**src/ils_pkg.sv**
```systemverilog
`default_nettype none
// ----------------------------------------------------------------------------
// ils_pkg
// Shared types, codes and helpers for the init list sequencer.
// ----------------------------------------------------------------------------
package ils_pkg;

   localparam int WORD_W   = 8;
   localparam int KIND_W   = 2;
   localparam int FRAME_W  = 9;
   localparam int MS_W     = 16;
   localparam int CMDS_W   = 8;
   localparam int ARGS_W   = 7;
   localparam int CSR_IDX_W = 4;
   localparam int CSR_DATA_W = 16;

   localparam logic [WORD_W-1:0] LONG_CODE_RESET = 8'd255;
   localparam logic [MS_W-1:0]   LONG_MS_RESET   = 16'd500;

   localparam logic [CSR_IDX_W-1:0] CSR_LONG_CODE = 4'd0;
   localparam logic [CSR_IDX_W-1:0] CSR_LONG_MS   = 4'd1;

   localparam logic [KIND_W-1:0] KIND_CMD   = 2'd0;
   localparam logic [KIND_W-1:0] KIND_DATA  = 2'd1;
   localparam logic [KIND_W-1:0] KIND_DELAY = 2'd2;
   localparam logic [KIND_W-1:0] KIND_END   = 2'd3;

   typedef enum logic [4:0] {
      PH_COUNT  = 5'b00001,
      PH_OPCODE = 5'b00010,
      PH_ARGCNT = 5'b00100,
      PH_ARGS   = 5'b01000,
      PH_DELAY  = 5'b10000
   } phase_type;

   typedef struct packed {
      logic [KIND_W-1:0]  kind;
      logic [FRAME_W-1:0] frame;
      logic [MS_W-1:0]    delay_ms;
      logic               list_done;
   } result_type;

   typedef struct packed {
      logic [WORD_W-1:0] long_code;
      logic [MS_W-1:0]   long_ms;
   } cfg_type;

   function automatic logic [WORD_W-1:0] rev8(input logic [WORD_W-1:0] b);
      logic [WORD_W-1:0] r;
      for (int i = 0; i < WORD_W; i++) begin
         r[WORD_W-1-i] = b[i];
      end
      return r;
   endfunction

endpackage
`default_nettype wire

```
**src/ils_in_stage.sv**
```systemverilog
`default_nettype none
// ----------------------------------------------------------------------------
// ils_in_stage
// Input register: holds one list word until the decoder consumes it.
// ----------------------------------------------------------------------------
module ils_in_stage import ils_pkg::*; (
   input  wire logic              clock,
   input  wire logic              reset,
   input  wire logic              req_valid,
   output logic                   req_ready,
   input  wire logic [WORD_W-1:0] req_list_word,
   output logic                   word_valid,
   output logic [WORD_W-1:0]      word,
   input  wire logic              word_take
);

   logic              valid_ff, valid_in;
   logic [WORD_W-1:0] word_ff, word_in;

   assign req_ready  = !valid_ff || word_take;
   assign word_valid = valid_ff;
   assign word       = word_ff;

   always_comb begin
      valid_in = valid_ff;
      word_in  = word_ff;
      if (word_take) begin
         valid_in = 1'b0;
      end
      if (req_valid && req_ready) begin
         valid_in = 1'b1;
         word_in  = req_list_word;
      end
   end

   always_ff @(posedge clock) begin
      if (reset) begin
         valid_ff <= 1'b0;
      end else begin
         valid_ff <= valid_in;
      end
      word_ff <= word_in;
   end

endmodule
`default_nettype wire

```
**src/ils_decoder.sv**
```systemverilog
`default_nettype none
// ----------------------------------------------------------------------------
// ils_decoder
// Phase machine over the init list; turns one word into at most one result.
// ----------------------------------------------------------------------------
module ils_decoder import ils_pkg::*; (
   input  wire logic              clock,
   input  wire logic              reset,
   input  wire logic              fire,
   input  wire logic [WORD_W-1:0] word,
   input  wire cfg_type           cfg,
   output logic                   res_valid,
   output result_type             res
);

   phase_type         phase_ff, phase_in;
   logic [CMDS_W-1:0] cmds_ff, cmds_in;
   logic [ARGS_W-1:0] args_ff, args_in;
   logic              dly_ff, dly_in;
   logic [CMDS_W-1:0] cmds_dec;
   logic [ARGS_W-1:0] args_dec;
   logic              last_cmd;

   assign cmds_dec = cmds_ff - 1'b1;
   assign args_dec = args_ff - 1'b1;
   assign last_cmd = (cmds_dec == '0);

   always_comb begin
      phase_in  = phase_ff;
      cmds_in   = cmds_ff;
      args_in   = args_ff;
      dly_in    = dly_ff;
      res_valid = 1'b0;
      res       = '0;
      unique case (phase_ff)
         PH_OPCODE: begin
            res_valid = 1'b1;
            res.kind  = KIND_CMD;
            res.frame = {rev8(word), 1'b0};
            phase_in  = PH_ARGCNT;
         end
         PH_ARGCNT: begin
            args_in = word[ARGS_W-1:0];
            dly_in  = word[WORD_W-1];
            if (word[ARGS_W-1:0] != '0) begin
               phase_in = PH_ARGS;
            end else if (word[WORD_W-1]) begin
               phase_in = PH_DELAY;
            end else begin
               cmds_in = cmds_dec;
               if (last_cmd) begin
                  phase_in      = PH_COUNT;
                  res_valid     = 1'b1;
                  res.kind      = KIND_END;
                  res.list_done = 1'b1;
               end else begin
                  phase_in = PH_OPCODE;
               end
            end
         end
         PH_ARGS: begin
            args_in   = args_dec;
            res_valid = 1'b1;
            res.kind  = KIND_DATA;
            res.frame = {rev8(word), 1'b1};
            if (args_dec == '0) begin
               if (dly_ff) begin
                  phase_in = PH_DELAY;
               end else begin
                  cmds_in       = cmds_dec;
                  phase_in      = last_cmd ? PH_COUNT : PH_OPCODE;
                  res.list_done = last_cmd;
               end
            end
         end
         PH_DELAY: begin
            dly_in        = 1'b0;
            cmds_in       = cmds_dec;
            phase_in      = last_cmd ? PH_COUNT : PH_OPCODE;
            res_valid     = 1'b1;
            res.kind      = KIND_DELAY;
            res.delay_ms  = (word == cfg.long_code) ? cfg.long_ms
                                                    : {{(MS_W-WORD_W){1'b0}}, word};
            res.list_done = last_cmd;
         end
         default: begin
            cmds_in = word;
            args_in = '0;
            dly_in  = 1'b0;
            if (word == '0) begin
               phase_in      = PH_COUNT;
               res_valid     = 1'b1;
               res.kind      = KIND_END;
               res.list_done = 1'b1;
            end else begin
               phase_in = PH_OPCODE;
            end
         end
      endcase
   end

   always_ff @(posedge clock) begin
      if (reset) begin
         phase_ff <= PH_COUNT;
         cmds_ff  <= '0;
         args_ff  <= '0;
         dly_ff   <= 1'b0;
      end else if (fire) begin
         phase_ff <= phase_in;
         cmds_ff  <= cmds_in;
         args_ff  <= args_in;
         dly_ff   <= dly_in;
      end
   end

endmodule
`default_nettype wire

```
**src/ils_out_stage.sv**
```systemverilog
`default_nettype none
// ----------------------------------------------------------------------------
// ils_out_stage
// Result register: holds one result transaction until the receiver takes it.
// ----------------------------------------------------------------------------
module ils_out_stage import ils_pkg::*; (
   input  wire logic clock,
   input  wire logic reset,
   input  wire logic load,
   input  wire result_type load_res,
   output logic      space,
   output logic      rsp_valid,
   input  wire logic rsp_ready,
   output result_type rsp_res
);

   logic       valid_ff, valid_in;
   result_type res_ff, res_in;

   assign space     = !valid_ff || rsp_ready;
   assign rsp_valid = valid_ff;
   assign rsp_res   = res_ff;

   always_comb begin
      valid_in = valid_ff;
      res_in   = res_ff;
      if (valid_ff && rsp_ready) begin
         valid_in = 1'b0;
      end
      if (load) begin
         valid_in = 1'b1;
         res_in   = load_res;
      end
   end

   always_ff @(posedge clock) begin
      if (reset) begin
         valid_ff <= 1'b0;
      end else begin
         valid_ff <= valid_in;
      end
      res_ff <= res_in;
   end

endmodule
`default_nettype wire

```
**src/init_list_sequencer.sv**
```systemverilog
`default_nettype none
// ----------------------------------------------------------------------------
// init_list_sequencer
// Plays a packed display init list one byte per transaction.
//
// req_* carries one list word per transaction. rsp_* returns zero or one
// result per word: command frame, data frame, delay, or end marker, with
// list_done on the result of the last word of a list. Count and argument
// count words normally give no result.
// csr_* writes long_delay_code (index 0) and long_delay_ms (index 1); it is
// always ready and must be used only while the block is idle.
// An accepted word waits in the input register, then is decoded into the
// result register once it has space; the receiver takes the result there.
// Throughput: one word per cycle while the receiver keeps up; the only
// loop is the phase machine update. Reset clears the phase to expect a
// command count, empties both registers and restores the delay settings.
// When the receiver stalls, the result register holds, the input register
// fills, and req_ready drops.
// ----------------------------------------------------------------------------
module init_list_sequencer import ils_pkg::*; (
   input  wire logic                  clock,
   input  wire logic                  reset,
   input  wire logic                  req_valid,
   output logic                       req_ready,
   input  wire logic [WORD_W-1:0]     req_list_word,
   output logic                       rsp_valid,
   input  wire logic                  rsp_ready,
   output logic [KIND_W-1:0]          rsp_kind,
   output logic [FRAME_W-1:0]         rsp_frame,
   output logic [MS_W-1:0]            rsp_delay_ms,
   output logic                       rsp_list_done,
   input  wire logic                  csr_valid,
   output logic                       csr_ready,
   input  wire logic [CSR_IDX_W-1:0]  csr_index,
   input  wire logic [CSR_DATA_W-1:0] csr_wdata
);

   cfg_type           cfg_ff, cfg_in;
   logic              word_valid;
   logic [WORD_W-1:0] word;
   logic              space;
   logic              fire;
   logic              res_valid;
   result_type        res;
   result_type        rsp_res;

   assign csr_ready = 1'b1;

   always_comb begin
      cfg_in = cfg_ff;
      if (csr_valid && csr_ready) begin
         unique case (csr_index)
            CSR_LONG_CODE: cfg_in.long_code = csr_wdata[WORD_W-1:0];
            CSR_LONG_MS:   cfg_in.long_ms   = csr_wdata[MS_W-1:0];
            default:       cfg_in = cfg_ff;
         endcase
      end
   end

   always_ff @(posedge clock) begin
      if (reset) begin
         cfg_ff.long_code <= LONG_CODE_RESET;
         cfg_ff.long_ms   <= LONG_MS_RESET;
      end else begin
         cfg_ff <= cfg_in;
      end
   end

   assign fire = word_valid && space;

   ils_in_stage u_in (
      .clock         (clock),
      .reset         (reset),
      .req_valid     (req_valid),
      .req_ready     (req_ready),
      .req_list_word (req_list_word),
      .word_valid    (word_valid),
      .word          (word),
      .word_take     (fire)
   );

   ils_decoder u_dec (
      .clock     (clock),
      .reset     (reset),
      .fire      (fire),
      .word      (word),
      .cfg       (cfg_ff),
      .res_valid (res_valid),
      .res       (res)
   );

   ils_out_stage u_out (
      .clock     (clock),
      .reset     (reset),
      .load      (fire && res_valid),
      .load_res  (res),
      .space     (space),
      .rsp_valid (rsp_valid),
      .rsp_ready (rsp_ready),
      .rsp_res   (rsp_res)
   );

   assign rsp_kind      = rsp_res.kind;
   assign rsp_frame     = rsp_res.frame;
   assign rsp_delay_ms  = rsp_res.delay_ms;
   assign rsp_list_done = rsp_res.list_done;

   a_reset_empty: assert property (@(posedge clock)
      reset |=> !rsp_valid && !word_valid)
      else $error("pipeline not empty after reset");

   a_empty_ready: assert property (@(posedge clock) disable iff (reset)
      !word_valid |-> req_ready)
      else $error("input stalled while empty");

   a_delay_only: assert property (@(posedge clock) disable iff (reset)
      rsp_valid && rsp_kind != KIND_DELAY |-> rsp_delay_ms == '0)
      else $error("delay value on a non-delay result");

   a_frame_flag: assert property (@(posedge clock) disable iff (reset)
      rsp_valid |-> (rsp_frame[0] == (rsp_kind == KIND_DATA)) &&
                    ((rsp_kind != KIND_DELAY && rsp_kind != KIND_END) ||
                     rsp_frame == '0))
      else $error("frame inconsistent with kind");

endmodule
`default_nettype wire
```
**config.mk**
```make
export PLATFORM = sky130hd
export DESIGN_NAME = init_list_sequencer
export DESIGN_NICKNAME = d
export VERILOG_FILES = /design/src/ils_pkg.sv /design/src/ils_in_stage.sv /design/src/ils_decoder.sv /design/src/ils_out_stage.sv /design/src/init_list_sequencer.sv
export SDC_FILE = /design/constraint.sdc
export NUM_CORES = 1
export LEC_CHECK = 0
export ABC_AREA = 1
export BUFFER_PORTS_ARGS = -buffer_cell sky130_fd_sc_hd__clkbuf_2
export CORE_MARGIN = 2
export CORE_UTILIZATION = 50
export CTS_CLUSTER_SIZE = 14
export DETAILED_ROUTE_END_ITERATION = 6
export PLACE_DENSITY_LB_ADDON = 0.1
export SETUP_SLACK_MARGIN = 0.02
export SYNTH_ARGS = -nofsm -noshare
export SYNTH_HDL_FRONTEND = slang
export SYNTH_SLANG_ARGS = --single-unit
```
**constraint.sdc**
```tcl
create_clock -name clock -period 6.83 [get_ports clock]
set_clock_uncertainty 0.2 [all_clocks]
set_input_delay 0.683 -clock clock [delete_from_list [all_inputs] [get_ports clock]]
set_output_delay 0.683 -clock clock [all_outputs]
set_load 0.1 [all_outputs]
```
# == Word-level counts from Yosys, hierarchy flattened ==
# Cells that the tools add are included.
# word_totals
regBits,83
in_bits,33
output_inout_bits,31
# classes
addsub,2
eq_ne,10
muxes,33
bitwise_logic,3
reduce_logical,25
# ops
operator,n
$mux W8,5
$pmux W8 S4,1
$pmux W7 S3,1
$mux W5,4
$pmux W5 S4,1
$pmux W9 S2,1
$logic_not A8 Y1,2
$mux W2,6
$reduce_and A2 Y1,6
$mux W1,10
$eq A8 B8 Y1,1
$pmux W2 S4,1
$sub A8 B1 Y8 const B,1
$logic_not A7 Y1,1
$reduce_bool A7 Y1,1
$sub A7 B1 Y7 const B,1
$ne A2 B2 Y1 const B,3
$reduce_and A6 Y1,1
$eq A5 B2 Y1 const B,1
$eq A5 B3 Y1 const B,1
$eq A5 B4 Y1 const B,1
$eq A5 B5 Y1 const B,1
$eq A4 B1 Y1 const B,1
$logic_and A1 B1 Y1,4
other kinds (10),17

# == Longest topological paths before layout ==
# Gate-level depths: netlist of the first run.
# depth
ltp_word,8
depth_mapped,14

# == By module ==
# A second synthesis of the first run with hierarchy kept.
# hier_totals
hier_cells,536
hier_area_um2,4167.7
# by_module_without_submodules
module,n_inst,cells_per_inst,area_per_inst_um2
ils_decoder,1,328,1870.5
init_list_sequencer,1,161,1126.1
ils_out_stage,1,33,883.3
ils_in_stage,1,14,287.8

# == Worst setup path after synthesis of the first run ==
# No wires, ideal clock.
# synth_path
path_type,flip-flop to flip-flop
from,"register u_out.valid_ff, in the netlist u_out.rsp_valid"
to,"register u_in.word_ff[0], in the netlist u_in.word[0] (enable)"
t_arrival_ns,2.462
slack_ns,3.889
path_stages_with_launch,4
path_buffers,0
path_cell_list,dfxtp_1 nand3_1 nand2_1 inv_1
# synth_between
elab_chain_cells,5
# synth_lines
item,line_no,rtl
"start, declared",ils_out_stage.sv:17,"logic valid_ff, valid_in;"
"start signal, assigned",ils_out_stage.sv:40,valid_ff <= valid_in;
$logic_not A1 Y1,ils_out_stage.sv:20,assign space = !valid_ff || rsp_ready;
$logic_or A1 B1 Y1,ils_out_stage.sv:20,
$logic_and A1 B1 Y1,init_list_sequencer.sv:69,assign fire = word_valid && space;
$logic_or A1 B1 Y1,ils_in_stage.sv:20,assign req_ready = !valid_ff || word_take;
named net req_ready,init_list_sequencer.sv:24,"output logic req_ready,"
$logic_and A1 B1 Y1,ils_in_stage.sv:30,if (req_valid && req_ready) begin
"end signal, assigned",ils_in_stage.sv:42,word_ff <= word_in;
"end, declared",ils_in_stage.sv:18,"logic [WORD_W-1:0] word_ff, word_in;"
# The timed path passes the listed nets, and every way through them passes these cells.
# A chain may end at the register's enable or synchronous reset.

# == Worst setup path in the final report of the first run ==
# layout_path
from,register u_dec.cmds_ff[0]
to,register u_out.res_ff (netlist bit u_out.rsp_res[6]) (enable)
# layout_between
elab_chain_cells,7
# layout_lines
item,line_no,rtl
"start, declared",ils_decoder.sv:17,"logic [CMDS_W-1:0] cmds_ff, cmds_in;"
"start signal, assigned",ils_decoder.sv:110,cmds_ff <= cmds_in;
$sub A8 B1 Y8,ils_decoder.sv:24,assign cmds_dec = cmds_ff - 1'b1;
$logic_not A8 Y1,ils_decoder.sv:26,assign last_cmd = (cmds_dec == '0);
$mux W1,ils_decoder.sv:51,if (last_cmd) begin
$mux W1,ils_decoder.sv:47,end else if (word[WORD_W-1]) begin
$mux W1,ils_decoder.sv:45,if (word[ARGS_W-1:0] != '0) begin
$pmux W1 S2,ils_decoder.sv:35,unique case (phase_ff)
$logic_and A1 B1 Y1,init_list_sequencer.sv:95,".load (fire && res_valid),"
named net u_out.load,ils_out_stage.sv:9,"input wire logic load,"
"end signal, assigned",ils_out_stage.sv:42,res_ff <= res_in;
"end, declared",ils_out_stage.sv:18,"result_type res_ff, res_in;"
# The timed path passes the listed nets, and every way through them passes these cells.

==> results of run 1 <==
-- cell usage after synthesis (all sizes together) --
master and number:
nand2 105, nor2 63, inv 48, dfxtp 47
a21oi 37, edfxtp 36, o21ai 36, nand3 33
xor2 9, nand4 8, clkbuf 6, buf 5
nor3 5, o22ai 5, ha 4, clkinv 2
or2 2, conb 1, mux2i 1, nor4 1
o211ai 1, xnor2 1
-- registers in the layout, indices dropped and copies added (netlist names) --
name             flops
u_out.rsp_res       28
cfg_ff              24
u_dec.cmds_ff        8
u_in.word            8
u_dec.args_ff        7
u_dec.phase_ff       5
u_dec.dly_ff         1
u_in.word_valid      1
u_out.rsp_valid      1
-- metrics by stage --
stage	total power [uW]	hold WS, ns	area (um^2)
after floorplan	637	0.230	3800
after global placement	665	0.242	4170
after detailed placement	667	0.248	4170
after CTS	981	0.261	4350
after global routing	1030	0.279	4350
final	976	0.256	4350
-- cell usage in the layout, fill, tap and decap left out --
master    instances
nor2_2            4
xor2_1            9
nor2_1           57
nand2_2           2
inv_2             3
clkbuf_2         62
inv_6             2
nand2_1         102
nor3_2            1
nand2_4           1
inv_1            45
clkinv_2          2
xnor2_1           1
a21oi_1          37
dfxtp_1          47
o21ai_0          36
nand3_2           3
ha_1              4
clkbuf_1          1
o211ai_1          1
conb_1            1
nor3_1            4
edfxtp_1         36
clkbuf_8         10
mux2i_1           1
nand3_4           1
nor2_4            2
nand4_4           1
clkinv_1          2
or2_2             2
clkinv_4          1
nand4_1           7
nand3_1          29
o22ai_1           5
nor4_1            1
-- power by group --
part	internal, uW	switching [uW]	leakage [uW]
sequential	531	11.3	0.000727
combinational	35.1	78.7	0.00111
clock	144	175	0.0000941
-- worst paths after layout --
path                          from  slack, ns                to  cells past startpoint
hold / removal          cfg_ff[13]       0.26        cfg_ff[13]                      2
setup reg to reg  u_dec.cmds_ff[0]       4.00  u_out.rsp_res[6]                     13
hold reg to reg         cfg_ff[13]       0.26        cfg_ff[13]                      2
setup / recovery  u_dec.cmds_ff[0]       4.00  u_out.rsp_res[6]                     13
-- worst register-to-register path, cell delays in order (launching register included) --
cell and delay [ns]:
dfxtp_1 0.34, inv_1 0.10, ha_1 0.23, nand2_1 0.12, nand2_1 0.08, nor2_1 0.09, nand3_1 0.08, nor2_1 0.09
nand2_1 0.13, nand2_1 0.09, nand2_1 0.05, nand2_1 0.07, nand2_1 0.07, inv_1 0.72
-- per-layer routing --
metal | up-vias | track usage (%) | wire length (um)
li1 | 1632 | - | -
met1 | 1451 | 29.8 | 3860
met2 | 97 | 34.0 | 3720
met3 | 22 | 3.49 | 426
met4 | 0 | 10.2 | 239
met5 | - | 0 | 0
-- final cells by class --
cell class / instances / area (um^2) / share of cell area [%]
multi-input cells: 312 / 1530 / 35.2
clock inverters: 5 / 36.3 / 0.834
well taps: 99 / 124 / 2.85
inverters: 50 / 188 / 4.31
flip-flops and latches: 83 / 2020 / 46.5
clock buffers: 11 / 141 / 3.25
repair buffers: 62 / 310 / 7.13
-- logic make-up (layout without fill, tap and decap cells) --
logic type                 after synthesis  in the layout  share of synthesized area [%]
muxes                                    1              1                          0.263
DFF                                     83             83                           53.2
AOI/OAI and AO/OA                       79             79                           10.6
buffers and inverters                   61            128                           6.58
other                                    1              1                         0.0986
adders and majority gates                4              4                           1.32
and+or+nand+nor                        217            217                           25.6
xor gates and xnor gates                10             10                           2.30
==> flow_summary.toml, run 1 <==
[die]
ios = 64
chipHeight_um = 91.2
die_area_um2 = 8320
initial_core_util_pct = 52.1
std_cell_rows = 31
coreArea_um2 = 7290
fp.dieW_um = 91.2

[setup_path]
worstSetupPathType = "reg2reg"
start_kind = "flip-flop"
arrival_ns = 2.59
required_ns = 6.60
critPathMaxFanout = 28
crit_chain = "inv_1 -> ha_1 -> nand2_1 -> nand2_1 -> nor2_1 -> nand3_1 -> nor2_1 -> nand2_1 -> nand2_1 -> nand2_1 -> nand2_1 -> nand2_1 -> inv_1"
cp_top_family = "simple AND/OR/NAND/NOR gates"
crit_buf_inv = 2
cp-end-kind = "flip-flop"
worst_path_most_repeated_cell = "nand2_1"
crit_slowest_cell = "inv_1"
max_stage_delay_ns = 0.72

[power]
p_leak_uw = 0.00193
peakVddDrop_mv = 0.133
p_per_area_nw_per_um2 = 224

[timing]
slew_viol_final = 0
period_share_pct = 41.4
worstMarginPinSlew_ns = 1.03
grt_setup_unrepaired = "false"
setup_violations = 0
finalSetupTns_ns = 0
relSlewSlack_pct = 30.8
setup_slack_ns = 4.00
hold_violations = 0
fmax_mhz = 354
fin_crit_ns = 2.83

[logic_synthesis]
synth_area_leaders = "edfxtp_1, dfxtp_1, nand2_1"
synth_nets = 493
synth_top_area_share_pct = 28.4
ys_seq_area_share_pct = 53.2
synth_cell_types = 34
yosys.area.top_type = "edfxtp_1"
ys_seq_elements = 83
syn_area_um2 = 3800
syn_area_per_cell_um2 = 8.34
synthCells = 456
yosys_warnings = 0

[final_layout]
layout-drive-gt1-share_pct = 18.5
fill_cells = 687
diodes = 0
final_core_util_pct = 59.7
syn_to_final_growth_pct = 14.4
layout.nets = 555
layout.cells.non_filler = 622

[cts]
holdBufCountCts = 0
cts_buffer_depth = 2
cts_tree = "built"
clk_latency_ns = 0.35
post_cts_buffers = 0
cts_resized = 0
cts_sinks = 83
ctsHtreeMaxLevel = 3
cts_buffers = 9
clockRootBuffer = "clkbuf_8"
clk_pin_slew_ns = 0.08

[place]
place_ws_ns = 4.02
dp_hpwl_um = 5950
dp.cells = 606
gp_congestion = 0.958
io_buffer_count = 62

[routing]
routed_wl_um = 8240
postRouteAntennaNets = 0
drt-vias-per-instance = 5.15
drt_first_iter_violations = 184
drcViolationCount = 0
vias = 3202
post_drt_wl_per_cell_um = 13.3
drtPass1Iterations = 4

[grt]
grt_pass1_vias = 3072
grt.total_usage_pct = 21.8
grt_overflow = 0
grt_max_degree = 38
grt_pass1_wl_um = 14400
antenna_found_initial = 0

[run_status]
outcome = "finished clean"

[job]
drv_cap = 0

[worst_hold_path]
hold_class = "reg2reg"
Note: power is estimated with default switching activity, not from simulation.
==> run 2, diff against run 1 <==
==> constraint.sdc (replaced) <==
create_clock -name clock -period 2.5 [get_ports clock]
set_clock_uncertainty 0.2 [all_clocks]
set_input_delay 0.25 -clock clock [delete_from_list [all_inputs] [get_ports clock]]
set_output_delay 0.25 -clock clock [all_outputs]
set_load 0.1 [all_outputs]
==> run 2 against run 1 <==
Effect of this change: critical path depth is 1 higher; global-route usage is 1.8 points higher; worst hold slack worse by 0.22 ns; sequential power grew to 2.7 times the previous value; die area stayed put; wire length is 13% higher; final cell count is 6.1% higher; register-to-register slack worse by 3.8 ns; critical endpoint is now u_out.rsp_res[22]; largest power group unchanged.
==> flow_summary.toml, run 2 (synthesis results as in run 1) <==
[setup_path]
crit_chain = "inv_2 -> ha_1 -> nand2_1 -> nand2_1 -> nor2_1 -> nand3_1 -> nor2_1 -> nand2_2 -> nand2_1 -> nand2_1 -> nand2_1 -> nand2_1 -> inv_2 -> clkbuf_16"
cp-end-kind = "flip-flop"
critPathMaxFanout = 14
r2r-start = "u_dec.cmds_ff[0]"
r2r_slack_ns = 0.20
required_ns = 2.37
max_stage_delay_ns = 0.35
crit_slowest_cell = "dfxtp_1"
r2r_end = "u_out.rsp_res[22]"
arrival_ns = 2.17
worst_path_most_repeated_cell = "nand2_1"
worstSetupPathType = "reg2reg"
rr_worst_depth = 14
start_kind = "flip-flop"

[die]
ios = 64
chipHeight_um = 91.2
coreArea_um2 = 7290
initial_core_util_pct = 52.1
std_cell_rows = 31
die_area_um2 = 8320
fp.dieW_um = 91.2

[routing]
dr_wl_met2_um = 4430
drtPass1Iterations = 4
routed_wl_um = 9290
routed.top_layer = "met4"
drcViolationCount = 0
wl_met3_um = 379
postRouteAntennaNets = 0
post_drt_wl_per_cell_um = 14.1
vias = 3395
wl_met1_um = 4240
drt_first_iter_violations = 206
drt-vias-per-instance = 5.14

[job]
drv_cap = 0

[timing]
worstMarginPinSlew_ns = 0.600
relSlewSlack_pct = 59.9
hold_violations = 0
grt_setup_unrepaired = "false"
finalSetupTns_ns = 0
fmax_mhz = 435
slew_viol_final = 0
fin_crit_ns = 2.30
period_share_pct = 91.9
setup_violations = 0

[final_layout]
syn_to_final_growth_pct = 26.4
layout_common_cells = "nand2_1, clkbuf_2, nor2_1"
finalInstanceArea_um2 = 4810
diodes = 0
layout-drive-gt1-share_pct = 20.5
fill_cells = 651
final_common_cell = "nand2_1"
layout.nets = 593
largest_reg_flops = 28

[cts]
cts_buffer_depth = 2
post_cts_buffers = 0
clk_pin_slew_ns = 0.09
cts_buffers = 9
cts_sinks = 83
cts_tree = "built"
ctsHtreeMaxLevel = 3
clockRootBuffer = "clkbuf_8"
clk_latency_ns = 0.35

[power]
p_per_area_nw_per_um2 = 616
p_leak_uw = 0.00214
peakVddDrop_mv = 0.386

[place]
gp_congestion = 0.875
io_buffer_count = 62
dpl-instance-area_um2 = 4280
dp_hpwl_um = 6340

[worst_hold_path]
whs_path_depth = 4
hold_class = "in2reg"
hold_end = "u_out.rsp_valid"
hp-start = "rsp_ready"

[grt]
grt_pass1_vias = 3249
grt_pass1_wl_um = 15500
grt_overflow = 0
grt_max_degree = 29
antenna_found_initial = 0
grt.total_usage_pct = 23.6

[run_status]
outcome = "finished clean"
-- run 2: final cells by class --
type	count	area [um^2]	area share, %
Clock inverter	6	97.6	2.03
Timing Repair Buffer	100	691	14.4
Sequential cell	83	2020	42.1
Clock buffer	10	138	2.86
Multi-Input combinational cell	312	1550	32.2
Tap cell	99	124	2.58
Inverter	50	188	3.90
-- run 2: worst max path at each step --
| stage | startpoint | depth (start not counted) | slack (ns) | end |
|---|---|---|---|---|
| 6_report | u_dec.cmds_ff[0] | 14 | 0.20 | u_out.rsp_res[22] |
| 3_5_place_dp | u_dec.cmds_ff[0] | 14 | 0.20 | u_out.rsp_res[13] |
| 3_3_place_gp | u_dec.cmds_ff[0] | 14 | 0.30 | u_out.rsp_res[12] |
| 2_1_floorplan | u_dec.cmds_ff[0] | 13 | 0.05 | u_out.rsp_res[0] |
| 5_1_grt | u_dec.cmds_ff[0] | 14 | 0.02 | u_out.rsp_res[22] |
| 4_1_cts | u_dec.cmds_ff[0] | 14 | 0.17 | u_out.rsp_res[17] |
-- run 2: report_power, final --
part           switching [uW]  total (uW)  internal (uW)
Combinational             229         361            132
Clock                     514        1120            602
Sequential               33.0        1480           1450
Total                     777        2960           2180
-- run 2: layer usage --
metal | up-vias | global-route usage [%]
met1 | 1573 | 31.3
li1 | 1710 | -
met3 | 18 | 3.07
met2 | 94 | 38.3
met4 | 0 | 11.0
met5 | - | 0
-- run 2: critical path, delay by kind of cell, from the launching register on --
family	cells	cell delay, ns
buffers and inverters	3	0.39
AND/OR/NAND/NOR	10	0.86
flip-flops	1	0.35
adder cells (fa/ha/maj)	1	0.21
-- run 2: stage by stage --
stage	setup slack, ns	utilization (%)	hold WS [ns]	total power (uW)	cells
after global placement	0.300	58.7	0.228	1830	617
after floorplan	0.0545	-	0.149	1740	456
after detailed placement	0.198	58.7	0.229	1830	617
final	0.203	65.9	0.0372	2960	660
after global routing	0.0179	65.9	0.0618	3070	660
after CTS	0.175	65.5	0.0251	2970	659
-- run 2: what timing repair did --
item / 4_1_cts / 5_1_grt
hold buffers: 26 / 0
gates resized for setup: 0 / 4
endpoints found under the setup margin: 0 / 29
endpoints found under the hold margin: 33 / 0
==> run 3, diff against run 2 <==
--- a/config.mk
+++ b/config.mk
@@ -6,12 +6,13 @@
 export NUM_CORES = 1
 export LEC_CHECK = 0
 export ABC_AREA = 1
+export ABC_CLOCK_PERIOD_IN_PS = 2500
 export BUFFER_PORTS_ARGS = -buffer_cell sky130_fd_sc_hd__clkbuf_2
 export CORE_MARGIN = 2
 export CORE_UTILIZATION = 50
 export CTS_CLUSTER_SIZE = 14
 export DETAILED_ROUTE_END_ITERATION = 6
-export PLACE_DENSITY_LB_ADDON = 0.1
+export PLACE_DENSITY = 0.75
 export SETUP_SLACK_MARGIN = 0.02
 export SYNTH_ARGS = -nofsm -noshare
 export SYNTH_HDL_FRONTEND = slang
==> run 3 against run 2 <==
Effect of this change: wire length is 2.3% higher; final area decreased by 0.36%; non-clock buffer count unchanged; critical path type unchanged; total power decreased by 4.9%.
==> flow_summary.toml, run 3 (synthesis results as in run 1) <==
[timing]
fmax_mhz = 452
relSlewSlack_pct = 62.3
period_share_pct = 88.5
fin_crit_ns = 2.21
setup_violations = 0
slew_viol_final = 0
hold_violations = 0
worstMarginPinSlew_ns = 0.563
finalSetupTns_ns = 0
grt_setup_unrepaired = "false"

[final_layout]
largest_reg_flops = 28
layout-drive-gt1-share_pct = 21.2
layout_common_cells = "nand2_1, clkbuf_2, nor2_1"
diodes = 0
layout.nets = 593
fill_cells = 611
final_common_cell = "nand2_1"
syn_to_final_growth_pct = 26.0
finalInstanceArea_um2 = 4790

[die]
fp.dieW_um = 91.2
std_cell_rows = 31
die_area_um2 = 8320
coreArea_um2 = 7290
initial_core_util_pct = 52.1
chipHeight_um = 91.2
ios = 64

[grt]
grt_pass1_wl_um = 15700
grt_overflow = 0
grt_pass1_vias = 3389
antenna_found_initial = 0
grt.total_usage_pct = 23.7
grt_max_degree = 29

[cts]
post_cts_buffers = 0
clk_latency_ns = 0.36
cts_buffer_depth = 2
ctsHtreeMaxLevel = 3
cts_buffers = 9
cts_tree = "built"
cts_sinks = 83
clk_pin_slew_ns = 0.10
clockRootBuffer = "clkbuf_8"

[power]
clkPwrFrac_pct = 34.2
p_per_area_nw_per_um2 = 588
p_sw_uw = 832
p_comb_share_pct = 13.2
switching_share_pct = 29.5
p_leak_uw = 0.00213
intPower_uw = 1980
peakVddDrop_mv = 0.316
p_seq_share_pct = 52.6

[routing]
postRouteAntennaNets = 0
post_drt_wl_per_cell_um = 14.4
routed_wl_um = 9500
drt-vias-per-instance = 5.17
vias = 3413
drt_first_iter_violations = 285
drtPass1Iterations = 5
drcViolationCount = 0

[worst_hold_path]
hp-start = "rsp_ready"
hold_end = "u_in.word_valid"
whs_path_depth = 4
hold_class = "in2reg"

[place]
io_buffer_count = 62
dpl-instance-area_um2 = 4300
gp_congestion = 0.904
dp_hpwl_um = 6240

[setup_path]
r2r_slack_ns = 0.29
start_kind = "flip-flop"
worstSetupPathType = "reg2reg"
rr_worst_depth = 14
r2r_end = "u_out.rsp_res[17]"
arrival_ns = 2.09
critPathMaxFanout = 7
cp-end-kind = "flip-flop"
r2r-start = "u_dec.cmds_ff[1]"
required_ns = 2.38

[job]
drv_cap = 0

[run_status]
outcome = "finished clean"
run 3: cell count changes in the layout (fill, tap and decap cells not counted), moves of 2 or more:
cell	before	now
bufinv_16	2	0
clkinv_4	3	1
inv_6	0	2
dlygate4sd3_1	26	24
inv_8	1	3
run 3: power by group through the flow:
| stage | registers [uW] | logic, uW | clock network [uW] |
|---|---|---|---|
| final | 1480 | 371 | 963 |
| after global routing | 1490 | 413 | 1030 |
| after CTS | 1480 | 356 | 974 |
| after detailed placement | 1510 | 324 | 0 |
| after global placement | 1510 | 316 | 0 |
| after floorplan | 1540 | 204 | 0 |
run 3: critical path, stage by stage (launching register included):
cell       delay, ns
dfxtp_1         0.34
inv_1           0.07
ha_1            0.21
nand2_2         0.10
nand2_1         0.06
nor2_1          0.09
nand3_1         0.08
nor2_1          0.12
nand2_2         0.10
nand2_1         0.07
nand2_1         0.04
nand2_1         0.06
nand2_1         0.09
inv_4           0.12
clkbuf_16       0.16
run 3: routing by layer:
metal  global-route usage (%)  vias up  wire (um)  part of all wire [%]
li1                         -     1705          -                     -
met1                     30.8     1557       4120                    43
met2                     39.8      128       4550                    48
met3                     3.24       23        568                   6.0
met4                     9.97        0        266                   2.8
met5                        0        -          0                     0
run 3: final cells by class:
type	instances	area (um^2)	area share [%]
clock inverter	7	76.3	1.59
timing repair buffer	100	702	14.7
sequential	83	2020	42.2
inverter	50	190	3.97
clock buffer	9	124	2.59
multi-input combinational	312	1550	32.4
tap	99	124	2.59
run 3: worst max-delay path by stage:
stage                      from           endpoint  slack, ns  cells after the start
5_1_grt        u_dec.cmds_ff[1]  u_out.rsp_res[24]       0.03                     14
3_3_place_gp   u_dec.cmds_ff[0]  u_out.rsp_res[15]       0.33                     14
2_1_floorplan  u_dec.cmds_ff[0]   u_out.rsp_res[0]       0.05                     13
6_report       u_dec.cmds_ff[1]  u_out.rsp_res[17]       0.29                     14
3_5_place_dp   u_dec.cmds_ff[0]  u_out.rsp_res[15]       0.26                     15
4_1_cts        u_dec.cmds_ff[0]  u_out.rsp_res[20]       0.23                     15
run 3: repair_timing:
action,CTS,global route
gates resized for setup,0,7
setup endpoints to repair,0,28
hold buffers,24,0
endpoints found under the hold margin,32,0
run 3: through the flow:
step	total power, uW	worst slack [ns]	hold slack, ns	util, %	cells
2_1_floorplan	1740	0.0545	0.149	-	456
3_3_place_gp	1830	0.326	0.227	59.0	618
3_5_place_dp	1840	0.261	0.229	59.0	618
4_1_cts	2810	0.233	0.00243	65.0	658
5_1_grt	2930	0.0250	0.0382	65.7	660
6_report	2820	0.288	0.0229	65.7	660
